--- config.mk ---
export PLATFORM = sky130hd
export DESIGN_NAME = farp_rot_cell
export DESIGN_NICKNAME = d
export VERILOG_FILES = /design/src/sv/farp_pkg.sv /design/src/sv/farp_rot_cell.sv
export SDC_FILE = /design/constraint.sdc
export NUM_CORES = 1
export LEC_CHECK = 0
export BUFFER_PORTS_ARGS = -buffer_cell sky130_fd_sc_hd__buf_2
export CAP_MARGIN = 20
export CORE_MARGIN = 2
export CORE_UTILIZATION = 51
export CTS_BUF_LIST = sky130_fd_sc_hd__clkbuf_4 sky130_fd_sc_hd__clkbuf_8
export CTS_CLUSTER_SIZE = 16
export DETAILED_ROUTE_END_ITERATION = 10
export HOLD_SLACK_MARGIN = 0.03
export PLACE_DENSITY = 0.79
export SYNTH_ARGS = -nofsm -noshare
export SYNTH_HDL_FRONTEND = slang
export SYNTH_SLANG_ARGS = --single-unit
--- constraint.sdc ---
create_clock -name clk -period 2.54 [get_ports clk]
set_input_delay 0.254 -clock clk [delete_from_list [all_inputs] [get_ports clk]]
set_output_delay 0.254 -clock clk [all_outputs]
set_load 0.05 [all_outputs]
--- src/sv/farp_pkg.sv ---
// shared types, constants and fixed-point helpers for the field angle ray projection unit
// no dependencies; imported by every other file of the block
package farp_pkg;

	// fixed-point formats
	localparam int FRAC_BITS      = 15;             // working fraction bits
	localparam int OUT_FRAC       = 15;             // result format Q1.15
	localparam int ANGLE_BITS_DEF = 16;             // binary angle bits per turn
	localparam int W              = FRAC_BITS + 6;  // working width, holds +/-32
	localparam int MW             = W;              // magnitude width for the divider

	// rotator chain
	localparam int CORDIC_STEPS = 30;
	localparam int CW           = 34;               // Q2.30 plus headroom

	// divider chain: 18 quotient bits, overflow sorted out up front
	localparam int DIV_STEPS = 18;
	localparam int QW        = DIV_STEPS;
	localparam int NW        = MW + QW;             // partial remainder width

	// config register indexes
	localparam logic [1:0] REG_RAY_COS_X = 2'd0;
	localparam logic [1:0] REG_RAY_COS_Y = 2'd1;
	localparam logic [1:0] REG_RAY_COS_Z = 2'd2;

	localparam logic [15:0] RAY_VERTICAL = 16'd32767;

	localparam logic signed [CW-1:0] CORDIC_GAIN = CW'(652032874);

	// arctangent of 2^-i in 2^32 units per turn
	localparam logic [31:0] ATAN_TAB [CORDIC_STEPS] = '{
		32'h20000000, 32'h12E4051E, 32'h09FB385B, 32'h051111D4, 32'h028B0D43,
		32'h0145D7E1, 32'h00A2F61E, 32'h00517C55, 32'h0028BE53, 32'h00145F2F,
		32'h000A2F98, 32'h000517CC, 32'h00028BE6, 32'h000145F3, 32'h0000A2FA,
		32'h0000517D, 32'h000028BE, 32'h0000145F, 32'h00000A30, 32'h00000518,
		32'h0000028C, 32'h00000146, 32'h000000A3, 32'h00000051, 32'h00000029,
		32'h00000014, 32'h0000000A, 32'h00000005, 32'h00000003, 32'h00000001
	};

	localparam logic signed [W-1:0]   ONE      = W'(1) <<< FRAC_BITS;
	localparam logic signed [2*W-1:0] MUL_HALF = (2*W)'(1) <<< (FRAC_BITS - 1);
	localparam logic signed [W-1:0]   SAT_HI   = W'(32767);
	localparam logic signed [W-1:0]   SAT_LO   = W'(-32768);

	// rotator state
	typedef struct packed {
		logic signed [CW-1:0] x;
		logic signed [CW-1:0] y;
		logic signed [CW-1:0] z;
		logic                 flip;
	} rot_t;

	// divider state
	typedef struct packed {
		logic [NW-1:0] rem;
		logic [MW:0]   d;
		logic [QW-1:0] q;
	} div_t;

	// product rounded to nearest, ties toward +inf
	function automatic logic signed [W-1:0] mulf(input logic signed [W-1:0] a,
		input logic signed [W-1:0] b);
		logic signed [2*W-1:0] p;
		p = a * b;
		p = p + MUL_HALF;
		return p[FRAC_BITS+W-1:FRAC_BITS];
	endfunction

	// clamp to the signed 16-bit result range
	function automatic logic [15:0] sat16(input logic signed [W-1:0] v);
		logic signed [W-1:0] c;
		if (v > SAT_HI) c = SAT_HI;
		else if (v < SAT_LO) c = SAT_LO;
		else c = v;
		return c[15:0];
	endfunction

endpackage

--- src/sv/farp_rot_cell.sv ---
// one rotation step of the sine/cosine chain, registered
// depends on farp_pkg (rot_t, ATAN_TAB)
module farp_rot_cell #(
	parameter int STEP = 0
) (
	input  logic           clk,
	input  logic           en,
	input  farp_pkg::rot_t d_in,
	output farp_pkg::rot_t d_q
);
	import farp_pkg::*;

	localparam logic signed [CW-1:0] ANG = signed'(CW'(ATAN_TAB[STEP]));

	rot_t nxt;

	// rotate toward zero residual angle
	always_comb begin
		nxt.flip = d_in.flip;
		if (!d_in.z[CW-1]) begin
			nxt.x = d_in.x - (d_in.y >>> STEP);
			nxt.y = d_in.y + (d_in.x >>> STEP);
			nxt.z = d_in.z - ANG;
		end else begin
			nxt.x = d_in.x + (d_in.y >>> STEP);
			nxt.y = d_in.y - (d_in.x >>> STEP);
			nxt.z = d_in.z + ANG;
		end
	end

	always_ff @(posedge clk) begin
		if (en) begin
			d_q <= nxt;
		end
	end

endmodule

; After elaboration in Yosys (flattened, before gate mapping)
; Cells that the tools add are included.
[totals]
ff_bits = 103
inputBits = 105
elab_cells = 10
[op_classes]
add_sub_neg = 5
muxes = 1
[op_table]
columns = op, n
row1 = 102-bit 2-to-1 mux, 1
row2 = 34-bit subtractor, 2
row3 = "34-bit by 31-bit adder with 34-bit output, second input constant", 1
row4 = 34-bit adder, 1
row5 = "34-bit by 31-bit subtractor with 34-bit output, second input constant", 1

; Longest topological paths before layout
[depth]
word_depth = 2
depth_mapped = 12
depth_no_buf = 12

; Worst setup path after synthesis
; OpenSTA, ideal clock, no wires.
[synth_path]
path_kind = input -> register
startpoint = input port d_in[52] in the netlist's numbering
endpoint = register d_q[67] in the netlist's numbering (data pin)
setup_time_ps = 266
arrival_ps = 2518
t_required_ps = 2274
path_slack_ps = -244
stages = 11
path_buffers = 0
cell_sequence = inv_1 > ha_1 > and2_2 > nand3_2 > or2_1 > or4_4 > o211a_1 > a222oi_1 > a41o_1 > o211ai_1 > xnor2_1
[synth_rtl]
columns = item, line_no
row1 = from (decl), farp_rot_cell.sv:8  ; input farp_pkg::rot_t d_in,
row2 = to (signal assigned), farp_rot_cell.sv:33  ; d_q <= nxt;
row3 = to (decl), farp_rot_cell.sv:9  ; output farp_pkg::rot_t d_q

==> impl_metrics.py <==
metrics = {
    "synth": {
        "avgSynthCellArea_um2": 8.85,
        "synth_fp_nets": 1223,
        "synthTopCellsByArea": "edfxtp_1 (34%), ha_1 (14%), a21oi_1 (7.0%)",
        "ys_seq_area_share_pct": 34.2,
        "syn_inst": 1012,
        "synth_seq_cells": 102,
        "synth_area_um2": 8950,
        "yosysWarnings": 0,
        "ys_types": 72,
        "synth_edf_count": 102,
        "synth_top_area_share_pct": 34.2,
        "ys_async_sr_fraction_pct": 0,
        "synth_area_leader_cell": "edfxtp_1",
        "synthFlopType": "edfxtp_1",
    },
    "place": {
        "place_inst": 1670,
        "placed_area_um2": 12300,
        "numPortBuffers": 207,
        "globalplace.congestion": 0.990,
        "place_hpwl_mm": 25.0,
    },
    "clocking": {
        "clkTransAtPathRegs_ps": 100,
        "clock-sinks": 102,
        "cts_tree": "done",
        "cts-root-buf": "clkbuf_8",
        "cts_buffer_depth": 2,
        "cts_buffers": 9,
        "cts_max_level": 3,
    },
    "setup_path": {
        "cp_max_fo": 3,
        "cp-startpoint": "d_in[35]",
        "crit_required_ps": 2680,
        "arrival_ps": 2860,
        "crit_type": "in2reg",
        "crit_path_end_kind": "flip-flop",
        "startpoint_type": "input port",
    },
    "sta": {
        "worst_pin_slew_ps": 716,
        "final-hold-violation-count": 0,
        "rsz0062_at_grt": "yes",
        "fin_tns_setup_ps": -353,
        "setup_viol": 9,
        "max_freq_mhz": 368,
        "post-route-period-util_pct": 107,
        "slew-limit-headroom_pct": 52.2,
        "min_period_ps": 2720,
        "worst_slack_ps": -181,
        "drv_slew": 0,
    },
    "power": {
        "leakagePower_uw": 0.00619,
        "power.density_nw_per_um2": 518,
        "vdd_drop_max_v": 0.000372,
        "p_total_uw": 6900,
    },
    "floorplan": {
        "core-area_um2": 17200,
        "dieArea_um2": 18600,
        "die_w_um": 137,
        "ios": 208,
        "chipHeight_um": 137,
        "initial_utilization_pct": 51.9,
        "rows": 48,
    },
    "run": {
        "maxCapViolations": 0,
    },
    "layout": {
        "fin_cells": 1713,
        "utilization_pct": 77.4,
        "fillCellCount": 1220,
        "fin_area_um2": 13300,
        "area_growth_pct": 48.9,
        "fin_nets": 1694,
        "drive_gt1_share_pct": 41.6,
        "largest-register": "d_q",
        "largest_reg_flops": 102,
        "layout_common_cells": "buf_4 (276), buf_2 (195), a21oi_1 (109)",
        "biggestRegsByFlops": "d_q: 102 flops",
        "layout_commonest_cell": "buf_4",
    },
    "global_route": {
        "grt_pass1_vias": 9373,
        "overflow": 0,
        "grt_pass1_wl_mm": 48.3,
        "track_usage_pct": 33.6,
        "grt_max_degree": 48,
        "antenna_found_initial": 1,
    },
    "detailed_routing": {
        "wl_per_cell_um": 19.3,
        "drtAntennaViolNets": 0,
        "drc_errors": 0,
        "drtPass1Iterations": 5,
        "num_vias": 9884,
        "drtIter0Drc": 1207,
        "vias_per_cell": 5.77,
        "wl_mm": 33.0,
    },
    "status": {
        "status": "finished with violations",
        "violations": "setup timing",
    },
    "hold_path": {
        "min_path_type": "in2reg",
        "hold_start": "d_in[21]",
    },
}
==> layer usage <==
layer  vias up  wire (µm)  track usage (%)
li1       4574          -                -
met2       621      15900             56.9
met3       114       2840             5.00
met1      4575      13000             43.4
met4         0       1200             12.6
met5         -          0                0
==> stage by stage <==
stage | hold WS (ps) | setup slack (ps)
2_1_floorplan | 353 | -153
3_3_place_gp | 431 | -504
3_5_place_dp | 433 | -571
4_1_cts | 30.1 | -49.2
5_1_grt | 30.5 | -252
6_report | 36.1 | -181
==> worst max-delay path, stage by stage <==
cell,delay (ps)
buf_2,110
inv_1,50
ha_2,210
fa_2,360
inv_1,80
a21oi_2,70
o211ai_1,340
nand2_1,160
o211a_1,250
a222oi_1,320
buf_4,190
a41o_1,160
o211ai_1,120
xnor2_1,170
==> cells in the mapped netlist, types with 13 or more instances <==
library cell / number
a21oi_1: 125
edfxtp_1: 102
ha_1: 102
inv_1: 99
nor2_1: 81
o21ai_0: 63
xnor2_1: 57
nand2_1: 51
clkbuf_1: 25
nor3_1: 25
o21bai_1: 22
a21o_1: 20
mux2i_1: 15
o31ai_1: 15
o211ai_1: 13
==> what timing repair did <==
item                                    CTS  global route
setup buffers                             3             7
hold buffers                             15             3
pin swaps                                19            49
resized for setup                        32            96
endpoints found under the setup margin   14            35
endpoints found under the hold margin    15             3
cloned                                    0             0
==> cells by family (layout without fill, tap and decap cells) <==
group	after synthesis	count (layout)	share of synthesized area [%]
flops	102	102	34.2
other cells	0	1	0
compound gates	334	334	23.1
simple gates	236	236	12.8
fa+ha+maj	106	106	15.1
xor+xnor	65	65	6.36
buf+inv	153	628	6.60
mux	16	16	1.80
==> power breakdown <==
| part | switching, µW | leakage (µW) | internal [µW] |
|---|---|---|---|
| registers | 74.3 | 0.000998 | 2170 |
| clock network | 640 | 0.0000936 | 459 |
| logic | 2260 | 0.00510 | 1300 |
| total | 2980 | 0.00619 | 3930 |
==> final cells by class <==
| class | count | area, µm² | area share (%) |
|---|---|---|---|
| timing repair buffer | 505 | 3430 | 25.8 |
| antenna | 1 | 2.50 | 0.0188 |
| clock buffer | 9 | 124 | 0.929 |
| inverter | 108 | 423 | 3.17 |
| multi-input combinational | 757 | 5940 | 44.5 |
| clock inverter | 6 | 70.1 | 0.526 |
| tap | 225 | 282 | 2.11 |
| sequential | 102 | 3060 | 23.0 |
==> worst paths after layout <==
path,to,depth (start not counted)
worst max-delay path,d_q[67],14
worst min-delay path,d_q[21],1
Power figures use the tool's default switching activity.
