File: src/sv/farp_pkg.sv
// shared types, constants and fixed-point helpers for the field angle ray projection unit
// no dependencies; imported by every other file of the block
package farp_pkg;

	// fixed-point formats
	localparam int FRAC_BITS      = 15;             // working fraction bits
	localparam int OUT_FRAC       = 15;             // result format Q1.15
	localparam int ANGLE_BITS_DEF = 16;             // binary angle bits per turn
	localparam int W              = FRAC_BITS + 6;  // working width, holds +/-32
	localparam int MW             = W;              // magnitude width for the divider

	// rotator chain
	localparam int CORDIC_STEPS = 30;
	localparam int CW           = 34;               // Q2.30 plus headroom

	// divider chain: 18 quotient bits, overflow sorted out up front
	localparam int DIV_STEPS = 18;
	localparam int QW        = DIV_STEPS;
	localparam int NW        = MW + QW;             // partial remainder width

	// config register indexes
	localparam logic [1:0] REG_RAY_COS_X = 2'd0;
	localparam logic [1:0] REG_RAY_COS_Y = 2'd1;
	localparam logic [1:0] REG_RAY_COS_Z = 2'd2;

	localparam logic [15:0] RAY_VERTICAL = 16'd32767;

	localparam logic signed [CW-1:0] CORDIC_GAIN = CW'(652032874);

	// arctangent of 2^-i in 2^32 units per turn
	localparam logic [31:0] ATAN_TAB [CORDIC_STEPS] = '{
		32'h20000000, 32'h12E4051E, 32'h09FB385B, 32'h051111D4, 32'h028B0D43,
		32'h0145D7E1, 32'h00A2F61E, 32'h00517C55, 32'h0028BE53, 32'h00145F2F,
		32'h000A2F98, 32'h000517CC, 32'h00028BE6, 32'h000145F3, 32'h0000A2FA,
		32'h0000517D, 32'h000028BE, 32'h0000145F, 32'h00000A30, 32'h00000518,
		32'h0000028C, 32'h00000146, 32'h000000A3, 32'h00000051, 32'h00000029,
		32'h00000014, 32'h0000000A, 32'h00000005, 32'h00000003, 32'h00000001
	};

	localparam logic signed [W-1:0]   ONE      = W'(1) <<< FRAC_BITS;
	localparam logic signed [2*W-1:0] MUL_HALF = (2*W)'(1) <<< (FRAC_BITS - 1);
	localparam logic signed [W-1:0]   SAT_HI   = W'(32767);
	localparam logic signed [W-1:0]   SAT_LO   = W'(-32768);

	// rotator state
	typedef struct packed {
		logic signed [CW-1:0] x;
		logic signed [CW-1:0] y;
		logic signed [CW-1:0] z;
		logic                 flip;
	} rot_t;

	// divider state
	typedef struct packed {
		logic [NW-1:0] rem;
		logic [MW:0]   d;
		logic [QW-1:0] q;
	} div_t;

	// product rounded to nearest, ties toward +inf
	function automatic logic signed [W-1:0] mulf(input logic signed [W-1:0] a,
		input logic signed [W-1:0] b);
		logic signed [2*W-1:0] p;
		p = a * b;
		p = p + MUL_HALF;
		return p[FRAC_BITS+W-1:FRAC_BITS];
	endfunction

	// clamp to the signed 16-bit result range
	function automatic logic [15:0] sat16(input logic signed [W-1:0] v);
		logic signed [W-1:0] c;
		if (v > SAT_HI) c = SAT_HI;
		else if (v < SAT_LO) c = SAT_LO;
		else c = v;
		return c[15:0];
	endfunction

endpackage

File: src/sv/farp_div_cell.sv
// one restoring quotient bit of the divider chain, registered
// depends on farp_pkg (div_t)
module farp_div_cell #(
	parameter int K = 0
) (
	input  logic           clk,
	input  logic           en,
	input  farp_pkg::div_t d_in,
	output farp_pkg::div_t d_q
);
	import farp_pkg::*;

	logic [NW-1:0] dsh;
	div_t          nxt;

	// trial subtract of the shifted divisor
	always_comb begin
		dsh = NW'(d_in.d) << K;
		nxt = d_in;
		if (d_in.rem >= dsh) begin
			nxt.rem  = d_in.rem - dsh;
			nxt.q[K] = 1'b1;
		end
	end

	always_ff @(posedge clk) begin
		if (en) begin
			d_q <= nxt;
		end
	end

endmodule

File: config.mk
export PLATFORM = sky130hd
export DESIGN_NAME = farp_div_cell
export DESIGN_NICKNAME = d
export VERILOG_FILES = /design/src/sv/farp_pkg.sv /design/src/sv/farp_div_cell.sv
export SDC_FILE = /design/constraint.sdc
export NUM_CORES = 1
export LEC_CHECK = 0
export ABC_AREA = 1
export BUFFER_PORTS_ARGS = -buffer_cell sky130_fd_sc_hd__buf_2
export CAP_MARGIN = 20
export CORE_UTILIZATION = 41
export CTS_BUF_LIST = sky130_fd_sc_hd__clkbuf_8
export DETAILED_ROUTE_END_ITERATION = 10
export PLACE_DENSITY = 0.75
export SETUP_SLACK_MARGIN = 0.2
export SLEW_MARGIN = 20
export SYNTH_ARGS = -nofsm -noshare
export SYNTH_HDL_FRONTEND = slang
export SYNTH_SLANG_ARGS = --single-unit
File: constraint.sdc
create_clock -name clk -period 3.99 [get_ports clk]
set_clock_uncertainty 0.05 [all_clocks]
set_input_delay 0 -clock clk [delete_from_list [all_inputs] [get_ports clk]]
set_output_delay 0 -clock clk [all_outputs]
set_load 0.005 [all_outputs]
Yosys cells after proc, flatten, opt, wreduce, memory -nomap -nowiden
Cells that the tools add are included.
{"block": "op_classes", "n_addsub": 1, "n_lt_le_gt_ge": 1, "n_mux": 1}
{"cell": "greater-or-equal comparator 39 x 22 -> 1 bit", "count": 1}
{"cell": "2-to-1 mux 39 bit", "count": 1}
{"cell": "subtractor 39 x 22 -> 39 bit", "count": 1}
{"block": "word_totals", "register_bits": 79, "inputBits": 81, "out_inout_bits": 79}

Depth between registers and ports, before layout
{"block": "logic_depth", "depth_word": 2, "ltp_mapped": 16, "mapped_depth_nobuf": 15}

Least setup slack after synthesis
OpenSTA, ideal clock, no wires.
{"block": "synth_path", "path_type": "input -> register", "startpoint": "in d_in[20] (netlist name)", "endpoint": "reg d_q[42] (netlist name), data pin", "arrival_ns": 1.415, "required_time_ns": 3.683, "slack_ns": 2.268, "stages": 15, "path_cell_list": "inv_1 ha_1 nand2_1 nand2_1 inv_2 nand2_2 nand2_1 nand2_1 nand2_1 inv_2 nor2_8 nand2_8 inv_8 buf_6 o21ai_2"}
{"item": "from (decl)", "line_no": "farp_div_cell.sv:8", "rtl": "input farp_pkg::div_t d_in,"}
{"item": "to (signal assigned)", "line_no": "farp_div_cell.sv:28", "rtl": "d_q <= nxt;"}
{"item": "to (decl)", "line_no": "farp_div_cell.sv:9", "rtl": "output farp_pkg::div_t d_q"}

==> impl_metrics.py <==
metrics = {
    "min_path": {
        "hold_start": "d_in[62]",
        "whs_endpoint": "d_q[62]",
        "hold_path.class": "input pin to flop",
        "hold_depth": 3,
    },
    "route": {
        "first_iter_violations": 362,
        "ant_nets": 0,
        "remaining_drc_errors": 0,
        "drt-total-wl_um": 13400,
        "drt_pass1_iterations": 5,
        "vias": 4811,
        "post_drt_wl_per_cell_um": 12.6,
        "viasPerCell": 4.50,
    },
    "clocking": {
        "clock-root-buffer": "clkbuf_8",
        "clk_pin_slew_worst_paths_ns": 0.08,
        "cts_sinks": 79,
        "cts_tree": "done",
        "ctsResizeCount": 0,
        "h-tree-depth": 3,
        "clockBufferDepth": 2,
        "cts_buffers": 9,
    },
    "floorplan": {
        "initial_utilization": 0.418,
        "num_rows": 41,
        "die_area_um2": 13300,
        "io_pins": 160,
        "die_y_um": 115,
        "core-area_um2": 12600,
        "die_w_um": 115,
    },
    "sta": {
        "max-slew-margin-rel": 0.342,
        "final-setup-viol-count": 0,
        "clock.fmax_ghz": 0.415,
        "tightest_slew_ns": 0.988,
        "finalWorstSetupSlack_ns": 1.58,
        "rsz0062_at_grt": "no",
        "final_hold_viol_count": 0,
        "setup-tns-final_ns": 0,
        "fin_crit_sh": 0.604,
        "period_needed_ns": 2.41,
        "finalMaxSlewViolations": 0,
    },
    "worst_setup_path": {
        "critPathLaunchType": "input pin",
        "critPathKind": "input pin to flop",
        "crit_arrival_ns": 2.47,
        "cp_common_cell": "nand2_1",
        "critPathMaxStageDelay_ns": 0.54,
        "cp_max_fo": 45,
        "crit_chain": "dlygate4sd3_1, buf_2, inv_1, ha_1, nand2_1, inv_1, nand2_1, nand2_1, nand2_1, nand2_1, nand2_1, nand2_4, nor2_8, nand2_8, inv_8, o21ai_2",
        "end_kind": "flop",
        "crit_required_ns": 4.05,
        "crit_slowest_cell": "dlygate4sd3_1",
    },
    "synth": {
        "syn_area_um2": 5260,
        "synthCells": 648,
        "synth-seq-area-share": 0.451,
        "yosysWarnings": 0,
        "synth_edf_count": 79,
        "synth_top_area_cell": "edfxtp_1",
        "synthArstFlopShare": 0,
        "synth-seq-cells": 79,
        "syn_nets": 752,
        "synth_most_common_cell": "nand2_1",
        "syn-mean-instance-area_um2": 8.12,
        "synth_cell_types": 32,
        "synth_flop_cell": "edfxtp_1",
        "synthTopCellsByCount": "nand2_1, inv_1, edfxtp_1, nor2_1, nand3_1",
        "synth_top_area_share": 0.451,
        "synth.area.top_cells": "edfxtp_1, nand2_1, inv_1, ha_1, nor2_1",
    },
    "finish": {
        "largest_reg_flops": 79,
        "largest-register": "d_q",
        "top_regs": "d_q: 79 flops",
        "multi_input_area_um2": 2360,
        "num-nets-final": 995,
        "register_area_um2": 2370,
        "area_growth_pct": 36.5,
        "layout-drive-gt1-share": 0.252,
        "fillers": 1152,
        "antennaDiodeCount": 0,
    },
    "placement": {
        "hpwlAfterDp_um": 10100,
        "post-place-ws_ns": 1.76,
        "portBuffers": 159,
        "place_congestion": 0.936,
    },
    "power": {
        "ir_worst_vdd_mv": 0.171,
        "power_density_nw_per_um2": 309,
        "leakagePower_nw": 3.53,
    },
    "grt": {
        "grt_overflow_total": 0,
        "antenna_found_initial": 0,
        "grt_start_max_net_pins": 80,
        "grt_pass1_vias": 4617,
        "grt_first_pass_wirelength_um": 21600,
        "grt.total_usage": 0.213,
    },
    "run": {
        "drv_cap": 0,
    },
    "status": {
        "outcome": "finished, final reports clean",
    },
}
-- power by group --
part	switching, mW	leakage (nW)	internal (mW)
registers	0.0188	0.773	1.02
logic	0.309	2.66	0.261
clock network	0.319	0.0974	0.290
-- how the worst max path moves through the flow --
stage | start | endpoint | slack, ns | cells after the start
after global placement | d_in[20] | d_q[53] | 1.78 | 15
after floorplan | d_in[20] | d_q[42] | 2.27 | 15
after global routing | d_in[28] | d_q[53] | 1.38 | 16
final | d_in[28] | d_q[53] | 1.58 | 16
after CTS | d_in[50] | d_q[53] | 1.61 | 15
after detailed placement | d_in[20] | d_q[53] | 1.76 | 15
-- area by class of cell --
cell class / count / area share
clock buffers: 9 / 0.0173
clock inverters: 7 / 0.00993
inverters: 120 / 0.0638
multi-input cells: 444 / 0.329
flip-flops and latches: 79 / 0.330
well taps: 172 / 0.0300
repair buffers: 237 / 0.220
-- through the flow --
step / area (um^2) / power, mW / instances / hold WS (ns) / utilization
global route: 7180 / 2.34 / 1068 / 0.0303 / 0.571
global placement: 6200 / 1.56 / 974 / 0.126 / 0.494
CTS: 7180 / 2.23 / 1068 / 0.0171 / 0.571
finish: 7180 / 2.22 / 1068 / 0.0272 / 0.571
floorplan: 5260 / 1.35 / 648 / 0.0489 / -
detailed placement: 6200 / 1.57 / 974 / 0.128 / 0.494
-- placed cells by master, fill, tap and decap left out, types with 2 or more instances in the layout --
cell           instances
nor2_1                48
xnor2_1               14
nor3_1                12
clkinvlp_4             2
clkbuf_8               9
edfxtp_1              79
nand2_2                2
ha_1                  22
inv_6                  2
nand2_1              231
o21ai_0                4
nand3b_1               2
inv_1                116
xor2_1                 6
nor2_2                 4
dlygate4sd3_1         78
inv_2                  4
a21oi_2                9
nand2_4               11
o21ai_2               15
nand4_1               10
buf_2                158
or2_1                  2
or2_2                  2
nand3_1               27
a21oi_1               16
-- logic make-up after synthesis --
family / synth area share
compound gates: 0.0604
xor+xnor: 0.0333
fa+ha+maj: 0.0561
buf+inv: 0.100
flops: 0.451
simple gates: 0.299
-- worst max-delay path, delay by kind of cell --
kind	cells	cell delay, ns
AO/OA/AOI/OAI	1	0.11
adder cells (fa/ha/maj)	1	0.34
buffers and inverters	5	1.10
AND/OR/NAND/NOR	9	0.89
-- metal layers --
| layer | up-vias | track usage | routed length, um |
|---|---|---|---|
| met2 | 130 | 0.365 | 6370 |
| li1 | 2530 | - | - |
| met4 | 0 | 0.0814 | 265 |
| met3 | 17 | 0.0269 | 590 |
| met5 | - | 0 | 0 |
| met1 | 2134 | 0.274 | 6200 |
-- what timing repair did --
item | 4_1_cts | 5_1_grt
setup buffers | 0 | 0
hold buffers | 78 | 0
endpoints found under the hold margin | 78 | 0
No activity file was read; power rests on OpenSTA's default activity.
